**config.mk**
```make
export PLATFORM = sky130hd
export DESIGN_NAME = lofi_lowpass_quantizer
export DESIGN_NICKNAME = d
export VERILOG_FILES = /design/src/lofi_pkg.sv /design/src/lofi_lane.sv /design/src/lofi_merge.sv /design/src/lofi_lowpass_quantizer.sv
export VERILOG_INCLUDE_DIRS = /design/src /design/src/src
export SDC_FILE = /design/constraint.sdc
export NUM_CORES = 2
export LEC_CHECK = 0
export BUFFER_PORTS_ARGS = -buffer_cell sky130_fd_sc_hd__buf_4
export CAP_MARGIN = 0
export CELL_PAD_IN_SITES_DETAIL_PLACEMENT = 1
export CELL_PAD_IN_SITES_GLOBAL_PLACEMENT = 2
export CORE_UTILIZATION = 30
export DETAILED_ROUTE_END_ITERATION = 8
export GPL_TIMING_DRIVEN = 0
export PLACE_DENSITY = 0.73
export SYNTH_ARGS = -nofsm -noshare
export SYNTH_HDL_FRONTEND = slang
export SYNTH_SLANG_ARGS = --single-unit
```
**constraint.sdc**
```tcl
create_clock -name clk -period 10.3 [get_ports clk]
set_clock_uncertainty 0.05 [all_clocks]
set_input_delay 0 -clock clk [delete_from_list [all_inputs] [get_ports clk]]
set_output_delay 0 -clock clk [all_outputs]
set_load 0.01 [all_outputs]
```
**src/lofi_lowpass_quantizer_macros.svh**
```systemverilog
// Assertion macros shared by the lowpass quantizer RTL
`ifndef LOFI_LOWPASS_QUANTIZER_MACROS_SVH
`define LOFI_LOWPASS_QUANTIZER_MACROS_SVH

// plain property, checked on every clock outside reset
`define LOFI_CHECK(label, prop) \
  label: assert property (@(posedge clk) disable iff (!rst_n) (prop)) \
    else $error("lofi check failed");

// condition in one cycle implies outcome in the next
`define LOFI_CHECK_NEXT(label, cond, nxt) \
  label: assert property (@(posedge clk) disable iff (!rst_n) (cond) |=> (nxt)) \
    else $error("lofi sequence check failed");

`endif

```
**src/lofi_pkg.sv**
```systemverilog
// Shared types and constants for the lowpass quantizer
`default_nettype none
package lofi_pkg;

  localparam logic [1:0] QM_STD  = 2'd0;
  localparam logic [1:0] QM_LONG = 2'd1;
  localparam logic [1:0] QM_LOFI = 2'd2;

  localparam logic CFG_QUALITY = 1'b0;
  localparam logic CFG_STEREO  = 1'b1;

  localparam logic signed [14:0] ALPHA_LONG = 15'sd13107;
  localparam logic signed [14:0] ALPHA_LOFI = 15'sd5243;

  localparam int unsigned BITS_LONG   = 12;
  localparam int unsigned BITS_LOFI   = 8;
  localparam int unsigned LEVELS_LONG = (1 << BITS_LONG) - 1;
  localparam int unsigned LEVELS_LOFI = (1 << BITS_LOFI) - 1;
  localparam int unsigned RECIP_SHIFT = 30;
  localparam int unsigned RECIP_LONG  = (1 << RECIP_SHIFT) / (2 * LEVELS_LONG);
  localparam int unsigned RECIP_LOFI  = (1 << RECIP_SHIFT) / (2 * LEVELS_LOFI);

  typedef enum logic [2:0] {
    ST_IDLE,
    ST_MUL,
    ST_UPD,
    ST_KQ,
    ST_EST,
    ST_FIN
  } lofi_state_t;

  typedef struct packed {
    logic load;
    logic clear;
    logic mul;
    logic upd;
    logic kq;
    logic est;
    logic filt;
    logic lofi;
  } lofi_ctl_t;

endpackage
`default_nettype wire

```
**src/lofi_lane.sv**
```systemverilog
// One channel lane: one-pole lowpass, requantizer and bypass saturation
`default_nettype none
module lofi_lane (
  input  logic                    clk,
  input  logic                    rst_n,
  input  lofi_pkg::lofi_ctl_t     ctl_i,
  input  logic                    lane_en_i,
  input  logic signed [16:0]      sample_i,
  output logic signed [15:0]      result_o
);
  import lofi_pkg::*;

  logic signed [16:0] x_r;
  logic signed [16:0] hist_r;
  logic signed [32:0] prod_r;
  logic signed [16:0] lp_r;
  logic        [11:0] k_r;
  logic        [16:0] est_r;

  logic signed [17:0] diff;
  logic signed [14:0] alpha;
  logic signed [32:0] prod_nxt;
  logic signed [33:0] rnd;
  logic signed [17:0] delta;
  logic signed [18:0] lp_wide;
  logic signed [16:0] lp_nxt;
  logic signed [16:0] clip;
  logic signed [17:0] vs;
  logic        [16:0] v;
  logic        [29:0] vl;
  logic        [29:0] ksum;
  logic        [28:0] num;
  logic        [21:0] recip;
  logic        [50:0] est_prod;
  logic        [30:0] est_d;
  logic        [30:0] rem;
  logic        [30:0] dval;
  logic        [17:0] q;
  logic signed [15:0] quant;
  logic signed [15:0] bypass;

  assign diff     = {x_r[16], x_r} - {hist_r[16], hist_r};
  assign alpha    = ctl_i.lofi ? ALPHA_LOFI : ALPHA_LONG;
  assign prod_nxt = diff * alpha;

  assign rnd     = {prod_r[32], prod_r} + 34'sd32768;
  assign delta   = rnd[33:16];
  assign lp_wide = {{2{hist_r[16]}}, hist_r} + {delta[17], delta};

  always_comb begin
    if (lp_wide > 19'sd65535) begin
      lp_nxt = 17'sd65535;
    end else if (lp_wide < -19'sd65536) begin
      lp_nxt = -17'sd65536;
    end else begin
      lp_nxt = lp_wide[16:0];
    end
  end

  always_comb begin
    if (lp_r > 17'sd32768) begin
      clip = 17'sd32768;
    end else if (lp_r < -17'sd32768) begin
      clip = -17'sd32768;
    end else begin
      clip = lp_r;
    end
  end

  assign vs   = {clip[16], clip} + 18'sd32768;
  assign v    = vs[16:0];
  assign vl   = ctl_i.lofi ? ({5'b0, v, 8'b0} - {13'b0, v})
                           : ({1'b0, v, 12'b0} - {13'b0, v});
  assign ksum = vl + 30'd32768;

  // numerator 2*k*65536 + levels, divided by 2*levels via reciprocal
  assign num      = {k_r, 17'b0} + (ctl_i.lofi ? 29'(LEVELS_LOFI) : 29'(LEVELS_LONG));
  assign recip    = ctl_i.lofi ? 22'(RECIP_LOFI) : 22'(RECIP_LONG);
  assign est_prod = 51'(num) * 51'(recip);

  assign est_d = ctl_i.lofi ? ({5'b0, est_r, 9'b0} - {13'b0, est_r, 1'b0})
                            : ({1'b0, est_r, 13'b0} - {13'b0, est_r, 1'b0});
  assign rem   = {2'b0, num} - est_d;
  assign dval  = ctl_i.lofi ? 31'(2 * LEVELS_LOFI) : 31'(2 * LEVELS_LONG);
  assign q     = {1'b0, est_r} + {17'b0, (rem >= dval)};

  always_comb begin
    if (q[17:16] != 2'b00) begin
      quant = 16'sd32767;
    end else begin
      quant = {~q[15], q[14:0]};
    end
  end

  always_comb begin
    if (x_r > 17'sd32767) begin
      bypass = 16'sd32767;
    end else if (x_r < -17'sd32768) begin
      bypass = -16'sd32768;
    end else begin
      bypass = x_r[15:0];
    end
  end

  assign result_o = ctl_i.filt ? quant : bypass;

  always_ff @(posedge clk) begin
    if (!rst_n) begin
      hist_r <= '0;
    end else if (ctl_i.load && ctl_i.clear) begin
      hist_r <= '0;
    end else if (ctl_i.upd && ctl_i.filt && lane_en_i) begin
      hist_r <= lp_nxt;
    end
  end

  always_ff @(posedge clk) begin
    if (ctl_i.load) begin
      x_r <= sample_i;
    end
    if (ctl_i.mul) begin
      prod_r <= prod_nxt;
    end
    if (ctl_i.upd) begin
      lp_r <= lp_nxt;
    end
    if (ctl_i.kq) begin
      k_r <= ksum[27:16];
    end
    if (ctl_i.est) begin
      est_r <= est_prod[46:30];
    end
  end

endmodule
`default_nettype wire

```
**src/lofi_merge.sv**
```systemverilog
// Merging stage: combines the lane results into the registered output word
`default_nettype none
module lofi_merge (
  input  logic               clk,
  input  logic               rst_n,
  input  logic               take_i,
  input  logic               stereo_i,
  input  logic               last_i,
  input  logic signed [15:0] left_i,
  input  logic signed [15:0] right_i,
  output logic               space_o,
  output logic               out_valid,
  input  logic               out_ready,
  output logic signed [15:0] out_left_out,
  output logic signed [15:0] out_right_out,
  output logic               out_end_of_take
);

  logic               valid_r;
  logic signed [15:0] left_r;
  logic signed [15:0] right_r;
  logic               eot_r;

  assign space_o = !valid_r || out_ready;

  always_ff @(posedge clk) begin
    if (!rst_n) begin
      valid_r <= 1'b0;
    end else if (take_i) begin
      valid_r <= 1'b1;
    end else if (out_ready) begin
      valid_r <= 1'b0;
    end
  end

  // mono: right word is forced to zero
  always_ff @(posedge clk) begin
    if (take_i) begin
      left_r  <= left_i;
      right_r <= stereo_i ? right_i : 16'sd0;
      eot_r   <= last_i;
    end
  end

  assign out_valid       = valid_r;
  assign out_left_out    = left_r;
  assign out_right_out   = right_r;
  assign out_end_of_take = eot_r;

endmodule
`default_nettype wire

```
**src/lofi_lowpass_quantizer.sv**
```systemverilog
// Top level of the lowpass quantizer: control sequencer, config, two lanes, merge
//
// Input channel (in_valid/in_ready) takes one frame word: left and right Q2.15
// samples plus first and last marks. Output channel (out_valid/out_ready)
// returns one word per frame: left and right Q1.15 and the end-of-take mark.
// Config channel (cfg_valid/cfg_ready, always ready): index 0 quality mode,
// index 1 stereo mode; write only while no frame is in flight.
// Both lanes run side by side; the sequencer steps them together.
// Standard quality: steps accept and finish.
// Long and lo-fi: steps accept, filter multiply, history update, level
// scaling, reciprocal multiply and rounding fix-up, in that order.
// Each frame is handed to the output register only when it has space, and a
// new frame is accepted only after that handoff.
// The output register lets the next frame be accepted while a result waits;
// if the receiver stalls, the finished frame is held in the lanes until the
// output register frees.
// Reset clears the config to standard mono, the filter histories and the
// output valid flag.
`default_nettype none
`include "lofi_lowpass_quantizer_macros.svh"
module lofi_lowpass_quantizer (
  input  logic               clk,
  input  logic               rst_n,
  input  logic               in_valid,
  output logic               in_ready,
  input  logic signed [16:0] in_left_sample,
  input  logic signed [16:0] in_right_sample,
  input  logic               in_first_frame,
  input  logic               in_last_frame,
  output logic               out_valid,
  input  logic               out_ready,
  output logic signed [15:0] out_left_out,
  output logic signed [15:0] out_right_out,
  output logic               out_end_of_take,
  input  logic               cfg_valid,
  output logic               cfg_ready,
  input  logic               cfg_index,
  input  logic [1:0]         cfg_data
);
  import lofi_pkg::*;

  logic [1:0]         quality_r;
  logic               stereo_r;
  lofi_state_t        state_r;
  lofi_state_t        state_nxt;
  logic               last_r;
  lofi_ctl_t          ctl;
  logic               take;
  logic               space;
  logic               filt;
  logic signed [15:0] left_res;
  logic signed [15:0] right_res;

  assign cfg_ready = 1'b1;

  always_ff @(posedge clk) begin
    if (!rst_n) begin
      quality_r <= QM_STD;
      stereo_r  <= 1'b0;
    end else if (cfg_valid) begin
      case (cfg_index)
        CFG_QUALITY: quality_r <= cfg_data;
        CFG_STEREO:  stereo_r  <= cfg_data[0];
        default:     stereo_r  <= stereo_r;
      endcase
    end
  end

  assign filt = (quality_r == QM_LONG) || (quality_r == QM_LOFI);

  always_ff @(posedge clk) begin
    if (!rst_n) begin
      state_r <= ST_IDLE;
    end else begin
      state_r <= state_nxt;
    end
  end

  always_ff @(posedge clk) begin
    if (ctl.load) begin
      last_r <= in_last_frame;
    end
  end

  always_comb begin
    ctl       = '0;
    ctl.filt  = filt;
    ctl.lofi  = (quality_r == QM_LOFI);
    in_ready  = 1'b0;
    take      = 1'b0;
    state_nxt = state_r;
    case (state_r)
      ST_IDLE: begin
        in_ready = 1'b1;
        if (in_valid) begin
          ctl.load  = 1'b1;
          ctl.clear = in_first_frame;
          state_nxt = filt ? ST_MUL : ST_FIN;
        end
      end
      ST_MUL: begin
        ctl.mul   = 1'b1;
        state_nxt = ST_UPD;
      end
      ST_UPD: begin
        ctl.upd   = 1'b1;
        state_nxt = ST_KQ;
      end
      ST_KQ: begin
        ctl.kq    = 1'b1;
        state_nxt = ST_EST;
      end
      ST_EST: begin
        ctl.est   = 1'b1;
        state_nxt = ST_FIN;
      end
      ST_FIN: begin
        if (space) begin
          take      = 1'b1;
          state_nxt = ST_IDLE;
        end
      end
      default: begin
        state_nxt = ST_IDLE;
      end
    endcase
  end

  lofi_lane u_lane_left (
    .clk       (clk),
    .rst_n     (rst_n),
    .ctl_i     (ctl),
    .lane_en_i (1'b1),
    .sample_i  (in_left_sample),
    .result_o  (left_res)
  );

  lofi_lane u_lane_right (
    .clk       (clk),
    .rst_n     (rst_n),
    .ctl_i     (ctl),
    .lane_en_i (stereo_r),
    .sample_i  (in_right_sample),
    .result_o  (right_res)
  );

  lofi_merge u_merge (
    .clk             (clk),
    .rst_n           (rst_n),
    .take_i          (take),
    .stereo_i        (stereo_r),
    .last_i          (last_r),
    .left_i          (left_res),
    .right_i         (right_res),
    .space_o         (space),
    .out_valid       (out_valid),
    .out_ready       (out_ready),
    .out_left_out    (out_left_out),
    .out_right_out   (out_right_out),
    .out_end_of_take (out_end_of_take)
  );

  `LOFI_CHECK(a_out_from_fin, $rose(out_valid) |-> $past(state_r == ST_FIN))
  `LOFI_CHECK_NEXT(a_fin_hold, (state_r == ST_FIN) && out_valid && !out_ready, state_r == ST_FIN)
  `LOFI_CHECK_NEXT(a_accept_filt, in_valid && in_ready && filt, state_r == ST_MUL)
  `LOFI_CHECK_NEXT(a_accept_bypass, in_valid && in_ready && !filt, state_r == ST_FIN)

endmodule
`default_nettype wire
```
==> metrics.txt <==
Routed Wire Length=122 mm; Yosys warning total=0; residual DRC count=0; hold-critical path depth=2; vias in the first global route=31700; Sink Count=237; synth unique cells=104; post-synthesis sequential area ratio=18.3%; share of cells above drive strength 1=6.46%; Worst-Skew Late Latency=0.63 ns; synth-to-layout area growth=13.5%; DP Area=39700 sq um; ys flop type=edfxtp_1; worst hold start=in_left_sample[14]; Slew headroom=13.2%; Initial Utilization=30.4%; placed wire-length estimate=101 mm; CP startpoint kind=flop; unrepaired setup endpoints after global routing=false; largest net degree at the start of global routing=35; main combinational cell family by area after synthesis=adder cells; dominant cells by area after synthesis=ha_1 (19%), fa_1 (19%), edfxtp_1 (16%), inv_1 (6.9%), xnor2_1 (4.7%); HP Class=in2reg; Fin. Hold Viols=0; Fmax achieved=103 MHz; Post-Synthesis Cells=4065; Via density=5.02; Post-synth EDFFs=196; max cap viols=0; routed len/inst=20.4 um; H-tree levels=1; final worst slack=0.576 ns; Yosys top cell area share=19.0%; Cell Count, Final, Fillers Out=5950; post-synthesis adder-cell area fraction=38.1%; placed cells=5833; row count=127; internal reg-to-reg setup slack=0.58 ns; CP max stage cell=xor2_2; Die H=352 um; synthesized area per cell=9.02 sq um; Post-Syn Area=36700 sq um; Die Width=352 um; Period minus WS final=9.72 ns; violation count after the first detailed-route iteration=1382; grt total ovfl=0; crit end category=flop; multiplexer area fraction after synthesis=0.532%; reg2reg end=u_lane_left.prod_r[32]; hold worst-path end=u_lane_left.x_r[14]; fin area=41600 sq um; core box area=121000 sq um; # IOs=80; Filler cells=14000; Data required, critical path=10.62 ns; first-pass GRT wire length=187 mm; vias=29900; Worst EP arrival=10.05 ns; GRT Total Usage=19.8%; status=completed; delay of the slowest critical-path stage=0.57 ns; Setup WS pre-CTS=-4.21 ns; worst flop-to-flop path startpoint=u_lane_left.x_r[1]; worst-margin pin slew=1.30 ns; biggest area consumer among synthesized cells=ha_1; DRT antenna net count=0; Yosys reg bits=237; Post-synth ARST share=0%; crit path max fanout=7; PortBufs=77; Num CTS Buffers=31; Pins Over Slew Limit=0; post-synthesis xor/xnor area fraction=6.85%; critical path class=reg2reg; Synth Area in Simple Gates=13.6%; Synth Area in Compound Gates=14.7%; Nets=5260; Die Area=124000 sq um; clock buffer depth=3; clk root buf=clkbuf_16; TritonRoute pass-1 iters=5; worst-case reg-to-reg path depth=34; Setup violations, final=0; Period Utilization, post-route=94.4%; GPL Wtd Cong=0.875; Reg clk slew, reported paths=0.07 ns; antenna violations before repair=6; CTS tree=done
sequential cells by signal (all words and copies together) (netlist names), 2 cells and up:
| signal | flops |
|---|---|
| u_lane_left.prod_r | 18 |
| u_lane_right.prod_r | 18 |
| u_lane_left.est_r | 17 |
| u_lane_left.hist_r | 17 |
| u_lane_left.lp_r | 17 |
| u_lane_left.x_r | 17 |
| u_lane_right.est_r | 17 |
| u_lane_right.hist_r | 17 |
| u_lane_right.lp_r | 17 |
| u_lane_right.x_r | 17 |
| u_merge.out_left_out | 16 |
| u_merge.out_right_out | 16 |
| u_lane_left.k_r | 12 |
| u_lane_right.k_r | 12 |
| state_r | 3 |
| quality_r | 2 |
synthesized netlist by cell type, types with 9 or more instances:
master,count
inv_1,670
ha_1,558
fa_1,347
nand2_1,297
a21oi_1,272
nor2_1,226
edfxtp_1,196
xnor2_1,195
o21ai_0,162
a21o_1,94
xor2_1,90
nand3_1,89
nor3_1,86
clkbuf_1,72
and3_1,54
and2_1,43
dfxtp_1,41
o21a_1,39
nor2b_1,38
a31oi_1,31
nand4_1,31
or3_1,31
nand2b_1,30
a211oi_1,29
o31ai_1,22
a31o_2,16
o21bai_1,16
mux2i_1,15
a21boi_0,14
or2_2,14
buf_1,12
a2111oi_0,11
o211ai_1,11
a221oi_1,10
a41oi_1,10
buf_2,10
nand3b_1,10
nor4_1,9
worst max-delay path by stage:
stage                        startpoint                       end  slack (ns)  cells after the start
floorplan            u_lane_left.x_r[0]    u_lane_left.prod_r[32]        1.43                     36
global placement           quality_r[0]  u_merge.out_left_out[10]       -4.39                     34
detailed placement         quality_r[0]  u_merge.out_left_out[10]       -4.21                     33
CTS                        quality_r[0]  u_merge.out_left_out[10]        0.05                     33
global route        u_lane_right.x_r[0]   u_lane_right.prod_r[32]       0.005                     34
finish               u_lane_left.x_r[1]    u_lane_left.prod_r[32]        0.58                     34
cells by family (layout without fill, tap and decap cells):
kind of cell	Yosys count	after routing
compound gates	832	832
fa+ha+maj	908	908
flops	237	237
simple gates	1010	1010
xor+xnor	286	286
buf+inv	771	973
mux	19	19
other cells	2	73
cells in the final DEF, fill, tap and decap left out, types with 13 or more instances in the layout:
| master | n |
|---|---|
| inv_1 | 668 |
| ha_1 | 557 |
| fa_1 | 347 |
| nand2_1 | 296 |
| a21oi_1 | 268 |
| nor2_1 | 223 |
| edfxtp_1 | 196 |
| xnor2_1 | 190 |
| o21ai_0 | 161 |
| a21o_1 | 94 |
| buf_4 | 90 |
| nand3_1 | 89 |
| xor2_1 | 88 |
| nor3_1 | 84 |
| conb_1 | 71 |
| clkbuf_1 | 59 |
| and3_1 | 54 |
| dlygate4sd3_1 | 53 |
| and2_1 | 42 |
| dfxtp_1 | 41 |
| o21a_1 | 39 |
| nor2b_1 | 38 |
| clkbuf_16 | 35 |
| or3_1 | 31 |
| a31oi_1 | 31 |
| nand4_1 | 31 |
| nand2b_1 | 30 |
| a211oi_1 | 29 |
| o31ai_1 | 22 |
| o21bai_1 | 16 |
| a31o_2 | 16 |
| mux2i_1 | 15 |
| or2_2 | 14 |
| buf_2 | 13 |
| a21boi_0 | 13 |
final cells by class:
| cell class | instances | area, sq um | share of cell area (%) |
|---|---|---|---|
| antenna | 2 | 5.00 | 0.0120 |
| buffer | 95 | 483 | 1.16 |
| clock buffer | 42 | 922 | 2.22 |
| clock inverter | 16 | 188 | 0.451 |
| inverter | 674 | 2540 | 6.11 |
| multi-input combinational | 3126 | 27400 | 65.9 |
| sequential | 237 | 6710 | 16.1 |
| tap | 1612 | 2020 | 4.85 |
| timing repair buffer | 146 | 1310 | 3.15 |
stage by stage:
stage | TNS, ns | hold WS [ns] | utilization (%)
2_1_floorplan | 0 | 0.0489 | -
3_3_place_gp | -242.07 | 0.129 | 32.8
3_5_place_dp | -233.64 | 0.129 | 32.9
4_1_cts | 0 | 0.00251 | 34.4
5_1_grt | 0 | 0.0176 | 34.5
6_report | 0 | 0.0402 | 34.5
worst max-delay path, delay by kind of cell, from the launching register on:
kind,cells,cell delay (ns)
flops,1,0.52
fa+ha+maj,8,3.84
xor+xnor,2,0.66
compound gates,15,3.51
buf+inv,6,0.51
simple gates,3,0.34
layer usage:
layer	part of all wire (%)	vias to the layer above	global-route usage (%)
met5	0	-	0
met2	49	417	35.0
met1	45	15000	25.8
met4	2.3	0	4.41
li1	-	14300	-
met3	3.4	112	1.90
timing repair:
action | 4_1_cts | 5_1_grt
resized for setup | 65 | 21
setup buffers | 2 | 4
setup endpoints to repair | 79 | 30
endpoints found under the hold margin | 60 | 0
cloned | 0 | 0
hold buffers | 53 | 0
pin swaps | 0 | 1
Power is not shown: default switching activity piles up to over one toggle a cycle in this logic, so the estimate is an artifact.
